File: src/hdl/cief_pkg.sv
// ----------------------------------------------------------------------------
// Coalescing input event FIFO package
// Shared widths, codes, entry layout and ring index helpers.
// ----------------------------------------------------------------------------
package cief_pkg;

    // Queue geometry
    localparam int QUEUE_DEPTH = 16;
    localparam int IDX_W       = $clog2(QUEUE_DEPTH);
    localparam int CNT_W       = $clog2(QUEUE_DEPTH + 1);

    // Field widths
    localparam int KIND_W     = 8;
    localparam int TYPE_W     = 4;
    localparam int DEV_W      = 8;
    localparam int CONTACT_W  = 4;
    localparam int BTN_W      = 8;
    localparam int SERIAL_W   = 32;
    localparam int PAYLOAD_W  = 64;
    localparam int OUTCOME_W  = 2;
    localparam int STATUS_W   = 3;
    localparam int FILL_W     = 5;
    localparam int CFG_IDX_W  = 2;
    localparam int CFG_DATA_W = 8;
    localparam int RESERVE_W  = 4;

    typedef logic [IDX_W-1:0] idx_t;
    typedef logic [CNT_W-1:0] cnt_t;

    // Opcodes
    localparam logic OP_PUSH  = 1'b0;
    localparam logic OP_DRAIN = 1'b1;

    // Sink outcomes; any other code counts as an error
    localparam logic [OUTCOME_W-1:0] OUTCOME_ACCEPT = 2'd0;
    localparam logic [OUTCOME_W-1:0] OUTCOME_BUSY   = 2'd1;

    // Configuration register indexes
    localparam logic [CFG_IDX_W-1:0] CFG_POINTER_KIND = 2'd0;
    localparam logic [CFG_IDX_W-1:0] CFG_MOVE_TYPE    = 2'd1;
    localparam logic [CFG_IDX_W-1:0] CFG_HOVER_TYPE   = 2'd2;
    localparam logic [CFG_IDX_W-1:0] CFG_RESERVE      = 2'd3;

    // Result status codes
    typedef enum logic [STATUS_W-1:0] {
        ST_APPENDED = 3'd0,
        ST_MERGED   = 3'd1,
        ST_SKIPPED  = 3'd2,
        ST_FULL     = 3'd3,
        ST_SENT     = 3'd4,
        ST_BUSY     = 3'd5,
        ST_ERROR    = 3'd6,
        ST_EMPTY    = 3'd7
    } status_t;

    // Fields that must match for a motion event to merge
    typedef struct packed {
        logic [KIND_W-1:0]    kind;
        logic [TYPE_W-1:0]    ptype;
        logic [DEV_W-1:0]     device;
        logic [CONTACT_W-1:0] contact;
        logic [BTN_W-1:0]     buttons;
        logic [SERIAL_W-1:0]  serial;
    } key_t;

    // One queued event
    typedef struct packed {
        key_t                 key;
        logic [PAYLOAD_W-1:0] payload;
    } event_t;

    // Write request into the event store
    typedef struct packed {
        logic   en;
        idx_t   idx;
        event_t data;
    } store_wr_t;

    // Ring index advance with wrap
    function automatic idx_t idx_next(input idx_t idx);
        idx_t res;
        if (idx == idx_t'(QUEUE_DEPTH - 1)) begin
            res = '0;
        end
        else begin
            res = idx + idx_t'(1);
        end
        return res;
    endfunction

    // Ring index step back with wrap
    function automatic idx_t idx_prev(input idx_t idx);
        idx_t res;
        if (idx == '0) begin
            res = idx_t'(QUEUE_DEPTH - 1);
        end
        else begin
            res = idx - idx_t'(1);
        end
        return res;
    endfunction

endpackage

File: src/hdl/cief_store.sv
// ----------------------------------------------------------------------------
// Coalescing input event FIFO entry store
// Ring storage with one write port and a registered head read with bypass.
// ----------------------------------------------------------------------------
module cief_store import cief_pkg::*;
(
    input  logic      clk,
    input  store_wr_t wr,
    input  idx_t      rd_idx,
    output event_t    rd_data
);

    event_t mem [QUEUE_DEPTH];
    event_t rd_data_reg;

    // Write the tail or newest entry
    always_ff @(posedge clk)
    begin
        if (wr.en)
        begin
            mem[wr.idx] <= wr.data;
        end
    end

    // Read the head entry; forward a same-cycle write to the same slot
    always_ff @(posedge clk)
    begin
        if (wr.en && (wr.idx == rd_idx))
        begin
            rd_data_reg <= wr.data;
        end
        else
        begin
            rd_data_reg <= mem[rd_idx];
        end
    end

    assign rd_data = rd_data_reg;

endmodule

File: config.mk
export PLATFORM = sky130hd
export DESIGN_NAME = cief_store
export DESIGN_NICKNAME = d
export VERILOG_FILES = /design/src/hdl/cief_pkg.sv /design/src/hdl/cief_store.sv
export SDC_FILE = /design/constraint.sdc
export NUM_CORES = 1
export LEC_CHECK = 0
export BUFFER_PORTS_ARGS = -buffer_cell sky130_fd_sc_hd__buf_2
export CAP_MARGIN = 30
export CORE_MARGIN = 3
export CORE_UTILIZATION = 46
export DETAILED_ROUTE_END_ITERATION = 8
export SETUP_SLACK_MARGIN = 0.1
export SLEW_MARGIN = 20
export SYNTH_ARGS = -nofsm -noshare
export SYNTH_HDL_FRONTEND = slang
export SYNTH_SLANG_ARGS = --single-unit
export TNS_END_PERCENT = 50
File: constraint.sdc
create_clock -name clk -period 19 [get_ports clk]
set_input_delay 0.95 -clock clk [delete_from_list [all_inputs] [get_ports clk]]
set_output_delay 0.95 -clock clk [all_outputs]
set_load 0.01 [all_outputs]
==> results.cfg <==
[sta]
drv_slew = 0
worst_slew_pin_slew_ns = 1.04
slew_headroom_pct = 30.4
max_freq_mhz = 145
final_hold_viol_count = 0
min_period_over_period_pct = 36.2
rsz0062_at_grt = no
fin_setup_tns_ns = 0
period_minus_slack_ns = 6.89
setup_slack_ns = 12.11
setup_viol = 0

[floorplanning]
fp.dieH_um = 415
rows = 149
core-area_sq_um = 166000
ioPinCount = 266
die_w_um = 415
start_util_pct = 46.5
dieArea_sq_um = 172000

[clock_tree]
cts_hold_buf = 0
clk_path_buf_depth = 3
cts-htree-levels = 4
cts_tree = done
numCtsBuffers = 203
cts_resized = 0
post_cts_buffers = 0
clkSlewWorstSetupHoldPaths_ns = 0.06
cts_num_sinks = 2052
root_buffer = clkbuf_16

[synth]
synth_compound_area_share_pct = 2.67
yosysSeqAreaShare_pct = 80.0
synth_xor_area_share_pct = 0
synthCells = 3233
ys_types = 25
synth_seq_cells = 2052
yosysWarnings = 0
synth_simple_gate_area_share_pct = 0.998
synth-async-reset-ratio_pct = 0
yosysMostFrequentCell = edfxtp_1
synth_top_area_cell = edfxtp_1
synthAdderAreaFrac_pct = 0
netlist_area_sq_um = 77000
synth_area_leaders = edfxtp_1, mux4_2, a22oi_1, mux2_2, buf_2
synth_top_family_by_area = multiplexers
syn_nets = 3371
synth_edf_count = 2048
synth_area_per_cell_sq_um = 23.8
synth_common_cells = edfxtp_1, mux4_2, a22oi_1, nand2_1, buf_2
synth_mux_area_share_pct = 15.2
synth_top_area_share_pct = 79.9
synth_flop_cell = edfxtp_1

[setup_path]
cp-end-kind = output pin
cp.required_ns = 18.05
arrival_ns = 5.94
crit_fanout = 46
cp-start-kind = flop
cp-endpoint = rd_data[16]
crit_type = reg -> out

[power]
p_per_area_nw_per_um2 = 107
p_leak_uw = 0.0278
ir_drop_uv = 98.2
total_power_uw = 9340

[global_routing]
track_usage_pct = 21.2
grt_pass1_vias = 37200
antenna_found_initial = 45
grt_pass1_wl_um = 264000
grt_max_degree = 114
grt-ovfl-total = 0

[run]
maxCapViolations = 0

[layout]
largest_register = mem
finish.utilization_pct = 53.0
largestRegisters = mem: 2048 flops
syn_to_final_growth_pct = 14.0
drive_gt1_share_pct = 31.6
largest_reg_flops = 2048
final_nets = 3765

[detailed_routing]
viasPerCell = 5.90
wl_um = 182000
postRouteAntennaNets = 0
vias = 35300
drt_iter0_drc = 3421
first_pass_iters = 5
drc_errors = 0
routedWlPerCell_um = 30.3

[placed_design]
hpwl_um = 90100
place.gp.congestion = 0.701
portBuffers = 265
post-place-ws_ns = 12.39

[run_status]
status = finished, final reports clean

[min_path]
holdPathStages = 1
hold_path_class = in -> reg
power breakdown:
part | leakage [uW] | internal (uW) | switching [uW]
registers | 0.0185 | 5070 | 25.5
logic | 0.00622 | 192 | 290
clock network | 0.00302 | 2140 | 1620
how the worst min path moves through the flow:
stage          startpoint    to  slack [ns]
2_1_floorplan   rd_idx[0]  flop        0.98
3_3_place_gp    rd_idx[1]  flop        1.05
3_5_place_dp    rd_idx[2]  flop        1.05
4_1_cts         rd_idx[2]  flop        0.16
5_1_grt         rd_idx[2]  flop        0.18
6_report        rd_idx[1]  flop        0.24
placed cells by master, fill, tap and decap left out, drive strengths merged, types with 3 or more instances in the layout:
cell,instances
edfxtp,2048
clkbuf,261
nor3,4
bufinv,12
inv,4
mux2,64
mux4,477
buf,365
o22a,6
mux2i,24
o221ai,23
nor2,15
nand2,95
o21ai,17
nor2b,29
clkinv,86
diode,12
a22oi,215
nand2b,16
and2,3
a221oi,12
dfxtp,4
layout make-up:
cell class                 instances  area [sq um]
timing repair buffer             365          2490
tap                             2189          2740
antenna                           12          30.0
sequential                      2052         61600
clock inverter                   102           808
fill                           12700         77800
clock buffer                     261          5360
multi-input combinational       1005         14700
metrics by stage:
| stage | cells | area [sq um] | hold slack (ns) |
|---|---|---|---|
| after floorplan | 3233 | 77000 | 0.978 |
| after global placement | 5590 | 81000 | 1.05 |
| after detailed placement | 5605 | 81400 | 1.05 |
| after CTS | 5968 | 87500 | 0.158 |
| after global routing | 5978 | 87700 | 0.181 |
| final | 5986 | 87700 | 0.240 |
kinds of logic (layout without fill, tap and decap cells):
logic type,Yosys count,after routing
DFF,2052,2052
and+or+nand+nor,167,167
other,0,12
buffers and inverters,176,728
AOI/OAI and AO/OA,273,273
muxes,565,565
worst max-delay path: stages, from the launching register on:
cell	delay (ns)
dfxtp_4	0.86
buf_4	0.79
buf_4	0.43
buf_16	0.30
buf_4	0.68
buf_4	0.54
buf_12	0.29
mux4_2	0.52
a22oi_1	0.20
nand2_1	0.16
buf_2	0.17
metal layers:
metal	share of wire, %	global-route usage [%]	up-vias
li1	-	-	14700
met4	2.1	5.83	14
met3	6.2	3.75	274
met2	49	34.3	1141
met5	0.047	0	-
met1	43	30.1	19200
Power figures use the tool's default switching activity.
